**src/rtl/taa_nc_pkg.sv**
```systemverilog
`timescale 1ns / 1ps
// taa_nc_pkg: sizes, register codes, pixel/column types and min/max helpers
// for the 3x3 neighbourhood clamp. No dependencies.
package taa_nc_pkg;

    localparam int MAX_WIDTH     = 2048;
    localparam int CHANNEL_BITS  = 16;
    localparam int COL_BITS      = $clog2(MAX_WIDTH);

    localparam int FW_BITS       = 12;
    localparam int FH_BITS       = 13;
    localparam int HW_BITS       = 9;
    localparam int ROW_BITS      = FH_BITS + 1;

    localparam int CFG_IDX_BITS  = 2;
    localparam int CFG_DATA_BITS = FH_BITS;

    localparam logic [CFG_IDX_BITS-1:0] CFG_FRAME_WIDTH    = 2'd0;
    localparam logic [CFG_IDX_BITS-1:0] CFG_FRAME_HEIGHT   = 2'd1;
    localparam logic [CFG_IDX_BITS-1:0] CFG_HISTORY_WEIGHT = 2'd2;

    localparam logic KIND_PIXEL = 1'b0;
    localparam logic KIND_FLUSH = 1'b1;

    localparam int WEIGHT_SHIFT = HW_BITS - 1;
    localparam logic [HW_BITS-1:0] WEIGHT_ONE = HW_BITS'(1 << WEIGHT_SHIFT);

    localparam int NUM_CELLS = 3;

    typedef logic [CHANNEL_BITS-1:0] t_chan;

    typedef struct packed {
        t_chan red;
        t_chan green;
        t_chan blue;
    } t_pix;

    localparam int PIX_BITS = $bits(t_pix);

    // one window column: rows above/at/below centre, plus centre history
    typedef struct packed {
        t_pix top;
        t_pix mid;
        t_pix bot;
        t_pix hist;
    } t_column;

    typedef struct packed {
        logic produce;
        logic col0;
        logic left_ctr;
        logic top_clamp;
        logic bot_clamp;
        logic eof;
    } t_flags;

    function automatic t_pix pix_min(t_pix a, t_pix b);
        t_pix r;
        r.red   = (a.red   < b.red)   ? a.red   : b.red;
        r.green = (a.green < b.green) ? a.green : b.green;
        r.blue  = (a.blue  < b.blue)  ? a.blue  : b.blue;
        return r;
    endfunction

    function automatic t_pix pix_max(t_pix a, t_pix b);
        t_pix r;
        r.red   = (a.red   > b.red)   ? a.red   : b.red;
        r.green = (a.green > b.green) ? a.green : b.green;
        r.blue  = (a.blue  > b.blue)  ? a.blue  : b.blue;
        return r;
    endfunction

endpackage

```
**src/rtl/taa_nc_cell.sv**
```systemverilog
`timescale 1ns / 1ps
// taa_nc_cell: one column of the 3x3 window; holds the column, hands it on
// to its neighbour on shift, and gives its per-channel min/max. Uses taa_nc_pkg.
module taa_nc_cell
    import taa_nc_pkg::*;
(
    input  logic    i_clk,
    input  logic    i_shift,
    input  t_column i_col,
    output t_column o_col,
    output t_pix    o_lo,
    output t_pix    o_hi
);

    t_column r_col;

    always_ff @(posedge i_clk) begin
        if (i_shift) begin
            r_col <= i_col;
        end
    end

    assign o_col = r_col;
    assign o_lo  = pix_min(pix_min(r_col.top, r_col.mid), r_col.bot);
    assign o_hi  = pix_max(pix_max(r_col.top, r_col.mid), r_col.bot);

endmodule

```
**config.mk**
```make
export PLATFORM = sky130hd
export DESIGN_NAME = taa_nc_cell
export DESIGN_NICKNAME = d
export VERILOG_FILES = /design/src/rtl/taa_nc_pkg.sv /design/src/rtl/taa_nc_cell.sv
export SDC_FILE = /design/constraint.sdc
export NUM_CORES = 1
export LEC_CHECK = 0
export ABC_AREA = 1
export BUFFER_PORTS_ARGS = -buffer_cell sky130_fd_sc_hd__buf_2
export CAP_MARGIN = 20
export CORE_AREA = 2 2 190 192
export CTS_BUF_LIST = sky130_fd_sc_hd__clkbuf_4
export CTS_CLUSTER_SIZE = 28
export DETAILED_ROUTE_END_ITERATION = 10
export DIE_AREA = 0 0 192 194
export GPL_TIMING_DRIVEN = 0
export PLACE_DENSITY = 0.7
export SLEW_MARGIN = 20
export SYNTH_ARGS = -nofsm -noshare
export SYNTH_HDL_FRONTEND = slang
export SYNTH_SLANG_ARGS = --single-unit
```
**constraint.sdc**
```tcl
create_clock -name i_clk -period 8.7 [get_ports i_clk]
set_input_delay 1.74 -clock i_clk [delete_from_list [all_inputs] [get_ports i_clk]]
set_output_delay 1.74 -clock i_clk [all_outputs]
set_load 0.02 [all_outputs]
```
# --- Word level (Yosys, flattened, before mapping) ---
# Cells that the tools add are included.
# Widths: inputs -> output; s select.
totals:
  ff_bits: 192
  in_bits: 194
  wordCells: 36
  n_memories: 0
  output_inout_bits: 288
  latchBits: 0
  rom_bits: 0
  ram_bits: 0
classes:
  n_lt_le_gt_ge: 12
  n_shift: 0
  add_sub_neg: 0
  eq_ne: 0
  muxes: 12
  bitwise: 0
  div: 0
  n_reduce_logical: 0
  mul: 0
ops:
  columns: ["cell", "n"]
  rows:
  - ["$mux 16", 12]
  - ["$gt 16x16->1", 6]
  - ["$lt 16x16->1", 6]

# --- Logic depth before layout (Yosys ltp) ---
depth:
  depth_word: 4
  mapped_depth: 27
  depth_no_buf: 25

# --- Worst setup path before layout ---
# No wires, ideal clock.
synth_timing:
  path_type: "flip-flop to output port"
  start: "register r_col, in the netlist o_col[103]"
  end: "output o_hi[15] (netlist bit)"
  setup_slack_ns: 3.417
  t_arrival_ns: 3.543
  path_stages_with_launch: 23
  n_path_buf: 2
  path_cell_list: "edfxtp_1 inv_1 ha_1 a21o_1 nor2_1 nand2_1 nand2_1 nand2_2 nand2_1 clkbuf_1 nand2_1 o21ai_0 ha_1 nand2_1 inv_1 a221oi_1 o221ai_1 nand2_1 nand2_1 o21ai_0 inv_1 clkbuf_1 o21ai_0"
synth_lines:
  columns: ["item", "line_no", "rtl"]
  rows:
  - ["start, declared", "taa_nc_cell.sv:15", "t_column r_col;"]
  - ["start signal, assigned", "taa_nc_cell.sv:19", "r_col <= i_col;"]
  - ["end, declared", "taa_nc_cell.sv:12", "output t_pix o_hi"]

==> run_summary.xml <==
<?xml version="1.0" encoding="UTF-8"?>
<metrics>
  <group name="status">
    <metric name="result_of_the_run" unit="">completed</metric>
  </group>
  <group name="sta">
    <metric name="report.final.slew_viol_count" unit="">0</metric>
    <metric name="setup_viol" unit="">0</metric>
    <metric name="final.min_clock_period" unit="ps">6799</metric>
    <metric name="grt_setup_unrepaired" unit="">no</metric>
    <metric name="clock.fmax" unit="GHz">0.1471</metric>
    <metric name="setup_slack" unit="ps">1901</metric>
    <metric name="final.period_utilization" unit="%">78.15</metric>
    <metric name="hold_violations" unit="">0</metric>
    <metric name="slew_headroom" unit="%">51.91</metric>
    <metric name="worst_slew_pin_slew" unit="ps">721.3</metric>
    <metric name="setup_tns" unit="ps">0</metric>
  </group>
  <group name="worst_setup_path">
    <metric name="critical-path-slowest-cell" unit="">edfxtp_1</metric>
    <metric name="cp.required" unit="ps">6960</metric>
    <metric name="cp_top_family" unit="">compound AO/OA/AOI/OAI gates</metric>
    <metric name="crit_chain" unit="">inv_1, ha_1, a21oi_1, o21ai_0, a21oi_2, nand2_2, nand2_1, clkbuf_1, o21ai_0, ha_1, nand2_1, nor2_1, a211oi_1, o221a_2, a21oi_1, clkbuf_1, nand2_1, o21ai_0, buf_2</metric>
    <metric name="worstPathMaxFanout" unit="">10</metric>
    <metric name="worstPathBufferInverterCount" unit="">4</metric>
    <metric name="worstSetupPathDepth" unit="">19</metric>
    <metric name="timing.critical_path.from_type" unit="">flip-flop</metric>
    <metric name="timing.critical_path.arrival" unit="ps">5060</metric>
    <metric name="criticalPathCategory" unit="">reg -&gt; out</metric>
    <metric name="cp-startpoint" unit="">o_col[143]</metric>
    <metric name="endpoint_kind" unit="">primary output</metric>
    <metric name="slowest_delay" unit="ps">450</metric>
  </group>
  <group name="routing">
    <metric name="ant_nets_after_route" unit="">0</metric>
    <metric name="avgRoutedWirePerCell" unit="um">17.56</metric>
    <metric name="routed_wirelength" unit="um">39000</metric>
    <metric name="drt_pass1_iterations" unit="">5</metric>
    <metric name="drt_iter0_drc" unit="">603</metric>
    <metric name="post_drt_via_cell_ratio" unit="">4.895</metric>
    <metric name="detailroute.via_count" unit="">10870</metric>
    <metric name="drc" unit="">0</metric>
  </group>
  <group name="global_routing">
    <metric name="globalRoute.totalOverflow" unit="">0</metric>
    <metric name="first_pass_grt_wire_length" unit="um">58060</metric>
    <metric name="grt_max_degree" unit="">105</metric>
    <metric name="globalRouteTotalUtil" unit="%">20.43</metric>
    <metric name="grt.busiest_layer" unit="">met2</metric>
    <metric name="grt_pass1_vias" unit="">10620</metric>
    <metric name="grtUsageMet1" unit="%">24.97</metric>
    <metric name="antenna_found_initial" unit="">2</metric>
    <metric name="grt.met3_usage" unit="%">4.579</metric>
    <metric name="grt_util_met2" unit="%">34.66</metric>
  </group>
  <group name="floorplanning">
    <metric name="placementRows" unit="">69</metric>
    <metric name="design.portCount" unit="">482</metric>
    <metric name="die_h" unit="um">194</metric>
    <metric name="area_of_the_placeable_core" unit="mm^2">0.03522</metric>
    <metric name="initial_utilization" unit="%">32.95</metric>
    <metric name="die_ar" unit="mm^2">0.03725</metric>
    <metric name="die_width" unit="um">192</metric>
  </group>
  <group name="synth">
    <metric name="synth-warning-count" unit="">0</metric>
    <metric name="synth.yosys.seq_area_share" unit="%">49.68</metric>
    <metric name="yosys_register_bits" unit="">192</metric>
    <metric name="yosys-top-cells-area" unit="">edfxtp_1, ha_1, nand2_1</metric>
    <metric name="synthDominantCellAreaShare" unit="%">49.68</metric>
    <metric name="post_synthesis_net_count" unit="">1580</metric>
    <metric name="ys_dominant_reg_cell" unit="">edfxtp_1</metric>
    <metric name="yosysUniqueCellTypes" unit="">35</metric>
    <metric name="netlist.top_cell.by_area" unit="">edfxtp_1</metric>
    <metric name="synthCells" unit="">1245</metric>
    <metric name="synthArstFlopShare" unit="%">0</metric>
    <metric name="syn-mean-instance-area" unit="um^2">9.322</metric>
    <metric name="netlist_area" unit="mm^2">0.01161</metric>
    <metric name="number_of_enable_flip_flop_cells_after_synthesis" unit="">192</metric>
    <metric name="ys_top_cells_by_count" unit="">nand2_1, edfxtp_1, inv_1, o21ai_0, ha_1</metric>
    <metric name="post-synth-top-count-cell" unit="">nand2_1</metric>
  </group>
  <group name="cells_and_area">
    <metric name="final_instance_count_without_filler_cells" unit="">2221</metric>
    <metric name="largest_register_ff_count" unit="">192</metric>
    <metric name="fillCellCount" unit="">3501</metric>
    <metric name="num-nets-final" unit="">2081</metric>
    <metric name="post_route_cells_drive_above_1_share" unit="%">31.72</metric>
    <metric name="seqCellArea" unit="mm^2">0.005766</metric>
    <metric name="synthToLayoutAreaGrowth" unit="%">28.78</metric>
    <metric name="multi_input_logic_area" unit="mm^2">0.005002</metric>
    <metric name="design_area" unit="mm^2">0.01495</metric>
  </group>
  <group name="clock_tree">
    <metric name="post-cts-setup-buffers" unit="">0</metric>
    <metric name="tritoncts" unit="">yes</metric>
    <metric name="cts_hold_buffers" unit="">0</metric>
    <metric name="numCtsBuffers" unit="">17</metric>
    <metric name="clk_path_buf_depth" unit="">2</metric>
    <metric name="h-tree-depth" unit="">4</metric>
    <metric name="resize_count_post_cts" unit="">0</metric>
    <metric name="clk_pin_slew" unit="ps">190</metric>
    <metric name="number_of_clock_sinks" unit="">192</metric>
    <metric name="ctsRootBufferMaster" unit="">clkbuf_4</metric>
  </group>
  <group name="power_and_ir_drop">
    <metric name="ir_worst_vdd" unit="mV">0.2047</metric>
    <metric name="finalPower" unit="uW">3145</metric>
    <metric name="static-leakage-power" unit="uW">0.007566</metric>
    <metric name="pwr_density_cell" unit="mW/mm^2">210.4</metric>
  </group>
  <group name="placement">
    <metric name="gp_routability_congestion" unit="">0.9490</metric>
    <metric name="io_buffers" unit="">481</metric>
    <metric name="place.detailed.instances" unit="">2188</metric>
    <metric name="placement.setup.worst_slack" unit="ps">2605</metric>
    <metric name="postPlaceCellArea" unit="mm^2">0.01463</metric>
    <metric name="dpl.hpwl" unit="um">32390</metric>
  </group>
  <group name="hold_path">
    <metric name="hp-class" unit="">in -&gt; reg</metric>
    <metric name="min_delay_startpoint" unit="">i_col[67]</metric>
    <metric name="hold_depth" unit="">1</metric>
  </group>
  <group name="flow_run">
    <metric name="drv_cap" unit="">0</metric>
  </group>
</metrics>
[stage by stage]
step	hold WS, ps	utilization (%)
after floorplan	1839	-
after global placement	1916	41.42
after detailed placement	1918	41.53
after CTS	1155	42.43
after global routing	1154	42.43
final	1262	42.43
[cell families (layout without fill, tap and decap cells)]
group | after synthesis | in the layout | synth area share (%)
and+or+nand+nor | 478 | 478 | 17.43
AOI/OAI and AO/OA | 222 | 222 | 10.47
buffers and inverters | 212 | 726 | 7.223
DFF | 192 | 192 | 49.68
adders and majority gates | 141 | 141 | 15.20
other | 0 | 1 | 0
[final cells by class]
| class | count | share of cell area [%] |
|---|---|---|
| diodes | 1 | 0.01674 |
| plain buffers | 38 | 1.239 |
| clock buffers | 17 | 0.8538 |
| clock inverters | 15 | 1.264 |
| inverters | 174 | 4.370 |
| multi-input cells | 841 | 33.47 |
| flip-flops and latches | 192 | 38.57 |
| well taps | 461 | 3.859 |
| repair buffers | 482 | 16.36 |
[power by group]
part           internal, uW  leakage [uW]  switching [uW]
Sequential             1100       0.00188            70.6
Clock                   162      0.000165             359
Combinational           465       0.00552             986
Total                  1730       0.00757            1420
[per-layer routing]
metal / up-vias / wire length, um
met5: - / 13
met4: 2 / 1326
met3: 69 / 2914
met1: 5061 / 16010
li1: 5243 / -
met2: 496 / 18730
[cells in the final DEF, fill, tap and decap left out, types with 2 or more instances in the layout]
master,instances
edfxtp_1,192
a21o_1,3
inv_8,5
nand3_1,64
nor2_1,31
a21oi_1,53
inv_6,2
a21oi_2,2
clkbuf_4,17
nand2_1,338
clkbuf_1,28
ha_1,141
nand2_4,6
clkinv_8,4
nand4_1,10
nor3_2,2
inv_1,173
a211oi_1,7
nand2_2,17
o21ai_0,143
buf_6,2
buf_8,2
o221a_2,4
buf_2,484
o221ai_1,2
nor3_1,6
o21bai_1,2
buf_4,3
[worst paths after layout]
| path | end |
|---|---|
| hold / removal | o_col[67] |
| setup / recovery | o_hi[41] |
Power figures use the tool's default switching activity.
