File: config.mk
export PLATFORM = sky130hd
export DESIGN_NAME = taa_nc_blend
export DESIGN_NICKNAME = d
export VERILOG_FILES = /design/src/rtl/taa_nc_pkg.sv /design/src/rtl/taa_nc_blend.sv
export SDC_FILE = /design/constraint.sdc
export NUM_CORES = 1
export LEC_CHECK = 0
export ABC_AREA = 0
export BUFFER_PORTS_ARGS = -buffer_cell sky130_fd_sc_hd__buf_2
export CAP_MARGIN = 20
export CORE_UTILIZATION = 40
export DETAILED_ROUTE_END_ITERATION = 10
export PLACE_DENSITY_LB_ADDON = 0.2
export SLEW_MARGIN = 15
export SYNTH_ARGS = -nofsm -noshare
export SYNTH_HDL_FRONTEND = slang
export SYNTH_SLANG_ARGS = --single-unit
File: constraint.sdc
create_clock -name i_clk -period 8.7 [get_ports i_clk]
set_input_delay 0.87 -clock i_clk [delete_from_list [all_inputs] [get_ports i_clk]]
set_output_delay 0.87 -clock i_clk [all_outputs]
set_load 0.005 [all_outputs]
File: src/rtl/taa_nc_pkg.sv
`timescale 1ns / 1ps
// taa_nc_pkg: sizes, register codes, pixel/column types and min/max helpers
// for the 3x3 neighbourhood clamp. No dependencies.
package taa_nc_pkg;

    localparam int MAX_WIDTH     = 2048;
    localparam int CHANNEL_BITS  = 16;
    localparam int COL_BITS      = $clog2(MAX_WIDTH);

    localparam int FW_BITS       = 12;
    localparam int FH_BITS       = 13;
    localparam int HW_BITS       = 9;
    localparam int ROW_BITS      = FH_BITS + 1;

    localparam int CFG_IDX_BITS  = 2;
    localparam int CFG_DATA_BITS = FH_BITS;

    localparam logic [CFG_IDX_BITS-1:0] CFG_FRAME_WIDTH    = 2'd0;
    localparam logic [CFG_IDX_BITS-1:0] CFG_FRAME_HEIGHT   = 2'd1;
    localparam logic [CFG_IDX_BITS-1:0] CFG_HISTORY_WEIGHT = 2'd2;

    localparam logic KIND_PIXEL = 1'b0;
    localparam logic KIND_FLUSH = 1'b1;

    localparam int WEIGHT_SHIFT = HW_BITS - 1;
    localparam logic [HW_BITS-1:0] WEIGHT_ONE = HW_BITS'(1 << WEIGHT_SHIFT);

    localparam int NUM_CELLS = 3;

    typedef logic [CHANNEL_BITS-1:0] t_chan;

    typedef struct packed {
        t_chan red;
        t_chan green;
        t_chan blue;
    } t_pix;

    localparam int PIX_BITS = $bits(t_pix);

    // one window column: rows above/at/below centre, plus centre history
    typedef struct packed {
        t_pix top;
        t_pix mid;
        t_pix bot;
        t_pix hist;
    } t_column;

    typedef struct packed {
        logic produce;
        logic col0;
        logic left_ctr;
        logic top_clamp;
        logic bot_clamp;
        logic eof;
    } t_flags;

    function automatic t_pix pix_min(t_pix a, t_pix b);
        t_pix r;
        r.red   = (a.red   < b.red)   ? a.red   : b.red;
        r.green = (a.green < b.green) ? a.green : b.green;
        r.blue  = (a.blue  < b.blue)  ? a.blue  : b.blue;
        return r;
    endfunction

    function automatic t_pix pix_max(t_pix a, t_pix b);
        t_pix r;
        r.red   = (a.red   > b.red)   ? a.red   : b.red;
        r.green = (a.green > b.green) ? a.green : b.green;
        r.blue  = (a.blue  > b.blue)  ? a.blue  : b.blue;
        return r;
    endfunction

endpackage

File: src/rtl/taa_nc_blend.sv
`timescale 1ns / 1ps
// taa_nc_blend: one colour channel: clamp history to [lo, hi], weighted blend
// with the current value, round and saturate. Three register stages. Uses taa_nc_pkg.
module taa_nc_blend
    import taa_nc_pkg::*;
(
    input  logic               i_clk,
    input  logic               i_en,
    input  t_chan              i_lo,
    input  t_chan              i_hi,
    input  t_chan              i_cur,
    input  t_chan              i_hist,
    input  logic [HW_BITS-1:0] i_weight,
    output t_chan              o_val
);

    localparam int PROD_BITS = CHANNEL_BITS + HW_BITS;
    localparam int SUM_BITS  = PROD_BITS + 1;
    localparam int SHR_BITS  = SUM_BITS - WEIGHT_SHIFT;
    localparam logic [SUM_BITS-1:0] ROUND = SUM_BITS'(1 << (WEIGHT_SHIFT - 1));

    t_chan                r_lo;
    t_chan                r_hi;
    t_chan                r_cur_a;
    t_chan                r_hist_a;
    t_chan                r_cur_b;
    t_chan                r_clamp_b;
    logic [PROD_BITS-1:0] r_prod_cur;
    logic [PROD_BITS-1:0] r_prod_hist;

    t_chan                n_clamp;
    logic [HW_BITS-1:0]   w_inv;
    logic [SUM_BITS-1:0]  w_sum;
    logic [SHR_BITS-1:0]  w_shr;

    always_comb begin
        n_clamp = r_hist_a;
        if (n_clamp < r_lo) begin
            n_clamp = r_lo;
        end
        if (n_clamp > r_hi) begin
            n_clamp = r_hi;
        end
    end

    assign w_inv = WEIGHT_ONE - i_weight;

    always_ff @(posedge i_clk) begin
        if (i_en) begin
            r_lo        <= i_lo;
            r_hi        <= i_hi;
            r_cur_a     <= i_cur;
            r_hist_a    <= i_hist;
            r_cur_b     <= r_cur_a;
            r_clamp_b   <= n_clamp;
            r_prod_cur  <= PROD_BITS'(r_cur_b) * PROD_BITS'(w_inv);
            r_prod_hist <= PROD_BITS'(r_clamp_b) * PROD_BITS'(i_weight);
        end
    end

    assign w_sum = SUM_BITS'(r_prod_cur) + SUM_BITS'(r_prod_hist) + ROUND;
    assign w_shr = w_sum[SUM_BITS-1:WEIGHT_SHIFT];
    assign o_val = (|w_shr[SHR_BITS-1:CHANNEL_BITS]) ? '1 : w_shr[CHANNEL_BITS-1:0];

endmodule

# ---- Word level (Yosys, flattened, before mapping)
# Index checks and enable logic that the tools add are counted.
dict set report word_totals {
  output_inout_bits 16
  word_cells 19
  reg_bits 146
  romBits 0
  latchBits 0
  inputBits 75
  n_memories 0
  mem_bits_rw 0
}
dict set report op_classes {
  eq_ne 0
  n_bitwise 0
  reduce_logical 1
  n_div 0
  n_mul 2
  n_lt_le_gt_ge 2
  addsub 3
  n_mux 3
  shift 0
}
# cell n
set ops {}
lappend ops {{$mul 16x9->25} 2}
lappend ops {{$mux 16} 3}
lappend ops {{$add 25x25->26} 1}
lappend ops {{$add 26x8->26 const B} 1}
lappend ops {{$gt 16x16->1} 1}
lappend ops {{$lt 16x16->1} 1}
lappend ops {{$sub 9x9->9 const A} 1}
lappend ops {{$reduce_or 2->1} 1}

# ---- Logic depth before layout (Yosys ltp)
dict set report logic_depth {
  depth_word 4
  depth_mapped 26
}

# ---- Least setup slack after synthesis
# OpenSTA, ideal clock, no wires.
dict set report synth_path {
  kind {input -> register}
  start {in i_weight[1]}
  end {reg r_prod_cur[24] (data pin)}
  slack_ps 1964
  setup_time_ps 190
  arrival_ps 6546
  stages 24
  path_cell_list {clkbuf_1 -> clkbuf_1 -> inv_1 -> ha_1 -> inv_1 -> nor4_1 -> xnor2_1 -> clkbuf_1 -> nand2b_1 -> fa_1 -> fa_1 -> inv_1 -> fa_1 -> inv_1 -> fa_1 -> inv_1 -> ha_1 -> or4_1 -> o211ai_2 -> a21boi_1 -> o31a_1 -> o41ai_4 -> mux2i_1 -> a2111oi_2}
}
dict set report synth_via {
  elab_chain_len 2
}
# item line
set synth_lines {}
lappend synth_lines {{from (decl)} taa_nc_blend.sv:13} ;# input logic [HW_BITS-1:0] i_weight,
lappend synth_lines {{$sub 9x9->9} taa_nc_blend.sv:46} ;# assign w_inv = WEIGHT_ONE - i_weight;
lappend synth_lines {{$mul 16x9->25} taa_nc_blend.sv:56} ;# r_prod_cur <= PROD_BITS'(r_cur_b) * PROD_BITS'(w_inv);
lappend synth_lines {{to (signal assigned)} taa_nc_blend.sv:56}
lappend synth_lines {{to (decl)} taa_nc_blend.sv:28} ;# logic [PROD_BITS-1:0] r_prod_cur;
# Every way passes these cells.
# A chain may end at the register's enable or synchronous reset.

# ---- Final worst setup path
dict set report layout_path {
  start {in i_weight[0]}
  end {reg r_prod_cur[24] (data pin)}
}
# The elaborated chain is that of the path after synthesis.

==> run_results.csv <==
group,metric,value,unit
sta,fin_crit_sh,0.7483,
yosys,synth_top_area_frac,0.2779,
yosys,synthTopCellsByArea,"edfxtp_1 (28%), fa_1 (25%), ha_1 (13%)",
critical_path,end_kind,"register",
critical_path,worstPathCellList,"buf_2, inv_1, ha_1, inv_1, nor4_1, xnor2_1, buf_4, nand2b_1, fa_1, fa_1, inv_1, fa_1, inv_1, fa_1, inv_1, ha_1, or4_1, o211ai_2, a21boi_1, o31a_1, o41ai_4, mux2i_1, a2111oi_2",
cts,numClockSinks,146,
global_route,grt_pass1_wl,56130,um
cts,clk_pin_slew,0.07,ns
cts,cts_buffers,17,
yosys,synth.avg_cell_area,10.44,um^2
sta,fmax,0.1536,GHz
critical_path,cpMostUsedCell,"inv_1",
detailed_routing,drcViolationCount,0,
job,drv_cap,0,
finish,area_delta_synth_final,10.31,%
sta,setup_viol,0,
critical_path,crit_type,"primary input to register",
critical_path,critPathArrivalTime,6.76,ns
power_and_ir_drop,p_per_area,420.4,mW/mm^2
sta,relSlewSlack,0.3059,
die,dieArea,0.04024,mm^2
cts,clock_latency,0.44,ns
yosys,syn_area,0.01578,mm^2
critical_path,r2r_cells,15,
finish,drive_gt1_frac,0.1058,
cts,cts_tree,"done",
critical_path,cpLargestDelayFamily,"adder cells",
hold_path,whs_path_depth,0,
critical_path,worstPathMaxFanout,36,
detailed_routing,vias_per_cell,4.894,
global_route,grt_pass1_vias,11190,
sta,worst_pin_slew,1.041,ns
sta,layout_min_cycle_time,6.511,ns
critical_path,slowest_stage,"or4_1",
die,io_pins,91,
yosys,ys_seq_area_frac,0.2779,
die,initial_core_util,0.4073,
cts,htree_levels,4,
die,die_x,200.6,um
detailed_routing,firstDrtPassIters,5,
global_route,grt_max_degree,81,
hold_path,worstHoldStart,"r_cur_a[15]",
global_route,grt_use_total,0.1752,
yosys,synth_edf_count,146,
critical_path,worst-path-buf-inv,7,
detailed_routing,wl_per_cell,15.37,um
sta,totalNegativeSetupSlack,0,ns
placement,pre_cts_slack,1.722,ns
yosys,synth_cell_types,55,
sta,finalHoldViolCount,0,
finish,regArea,0.004384,mm^2
finish,final_net_count,2027,
critical_path,rr_startpoint,"r_clamp_b[3]",
detailed_routing,routed_wl,32570,um
cts,cts_buffer_depth,2,
critical_path,reg2reg_to,"r_prod_hist[24]",
global_route,grt.overflow.total,0,
yosys,yosysTopAreaCell,"edfxtp_1",
outcome,outcome,"completed",
power_and_ir_drop,p_leak,8.243,nW
yosys,ys_ff_latch,146,
sta,maxSlewViolCount,0,
placement,gp_congestion,0.8175,
die,num_rows,72,
yosys,async_flop_share,0,
global_route,antenna_found_initial,4,
die,fp.dieH,200.6,um
sta,fin_ws,2.189,ns
critical_path,start_kind,"primary input",
critical_path,cp.required,8.95,ns
yosys,yosysMostFrequentCell,"inv_1",
critical_path,max_stage_delay,0.55,ns
yosys,synth_fp_nets,1953,
detailed_routing,via_count,10370,
power_and_ir_drop,finalPower,7.317,mW
cts,ctsHoldBuffers,0,
yosys,ys.flop_type,"edfxtp_1",
placement,numPortBuffers,90,
sta,finClkSkew,0.01218,ns
cts,clockRootBuffer,"clkbuf_16",
yosys,ys_warn_count,0,
hold_path,holdCritPathClass,"register to register",
finish,multiInputGateArea,0.01023,mm^2
sta,rsz0062_at_grt,"no",
power_and_ir_drop,vdd_drop_max,243.6,uV
hold_path,min_to,"r_cur_b[15]",
critical_path,r2r_slack,3.36,ns
finish,fillers,3716,
yosys,synth_cells,1511,
detailed_routing,drt_iter0_drc,389,
cts,postCtsSetupBuffers,0,
detailed_routing,drtAntennaViolNets,0,
placement,hpwl,26280,um
yosys,yosys-top-cells-count,"inv_1 (265), fa_1 (198), ha_1 (169), nand2_1 (169), edfxtp_1 (146)",
cts,cts.repair.resized,0,
die,core,0.03874,mm^2
[stage by stage]
stage / util / hold slack (ns) / cell area [um^2] / cells
finish: 0.4493 / 0.4173 / 17400 / 2119
global route: 0.4492 / 0.4170 / 17400 / 2117
CTS: 0.4491 / 0.4189 / 17400 / 2116
detailed placement: 0.4333 / 0.4045 / 16780 / 2084
global placement: 0.4333 / 0.4005 / 16780 / 2084
floorplan: - / 0.4003 / 15780 / 1511
[report_power, final]
part | internal [mW] | leakage (nW) | switching [mW] | total, mW
clock network | 0.415 | 0.297 | 0.351 | 0.766
logic | 2.34 | 6.51 | 2.94 | 5.28
registers | 1.17 | 1.43 | 0.105 | 1.28
[cell type report]
cell class              instances  share of cell area
diodes                          3           0.0004313
clock buffers                  17             0.02444
clock inverters                15             0.01071
inverters                     265             0.05715
multi-input cells            1055              0.5876
flip-flops and latches        146              0.2519
well taps                     518             0.03724
repair buffers                100             0.03055
[state kept, by name, summed over array words and instances, names as in the netlist]
signal	cells
r_clamp_b	16
r_cur_a	16
r_cur_b	16
r_hi	16
r_hist_a	16
r_lo	16
r_prod_cur	25
r_prod_hist	25
[kinds of logic (layout without fill, tap and decap cells)]
logic type                 count (synthesis)  in the layout  share of synthesized area
and+or+nand+nor                          450            450                     0.1432
DFF                                      146            146                     0.2779
xor gates and xnor gates                  45             45                    0.02498
muxes                                     34             34                    0.02395
AOI/OAI and AO/OA                        159            159                    0.07074
buffers and inverters                    310            397                    0.07399
adders and majority gates                367            367                     0.3852
other                                      0              3                          0
[worst max-delay path by stage]
| stage | startpoint | depth (start not counted) | endpoint | slack (ns) |
|---|---|---|---|---|
| after floorplan | i_weight[1] | 24 | r_prod_cur[24] | 1.96 |
| after global placement | i_weight[0] | 19 | r_prod_cur[24] | 1.82 |
| after detailed placement | i_weight[0] | 23 | r_prod_cur[24] | 1.72 |
| after CTS | i_weight[0] | 23 | r_prod_cur[24] | 2.20 |
| after global routing | i_weight[0] | 23 | r_prod_cur[24] | 1.80 |
| final | i_weight[0] | 23 | r_prod_cur[24] | 2.19 |
[cells in the final DEF (no fill, tap or decap), types with 6 or more instances in the layout]
master and n:
nand3_1 17, fa_1 198, o21a_1 16, edfxtp_1 146, nor2b_1 26, and2_1 125
inv_1 265, nand4_1 7, nor2_1 42, clkbuf_16 17, xnor2_1 32, nor4_1 8
o31ai_1 7, a211oi_1 9, o21bai_1 9, ha_1 169, buf_4 10, nand2_1 169
nor3_1 17, o21ai_0 19, nand2b_1 14, xor2_1 13, and3_1 8, buf_2 89
a21oi_1 36, a21o_1 24, mux2_2 28, o21ai_1 6
[metal layers]
layer / global-route usage / vias to the layer above / wire [um]
met5: 0 / - / 26
met1: 0.2334 / 5064 / 15570
met3: 0.03377 / 41 / 1299
met2: 0.2875 / 180 / 15070
li1: - / 5081 / -
met4: 0.05589 / 4 / 609
[worst reg2reg max path, delay by kind of cell (launching register included)]
family,cells,cell delay (ns)
compound gates,6,1.30
mux,1,0.13
buf+inv,1,0.06
fa+ha+maj,5,2.44
flops,1,0.54
simple gates,2,0.66
Note: power is estimated with default switching activity, not from simulation.
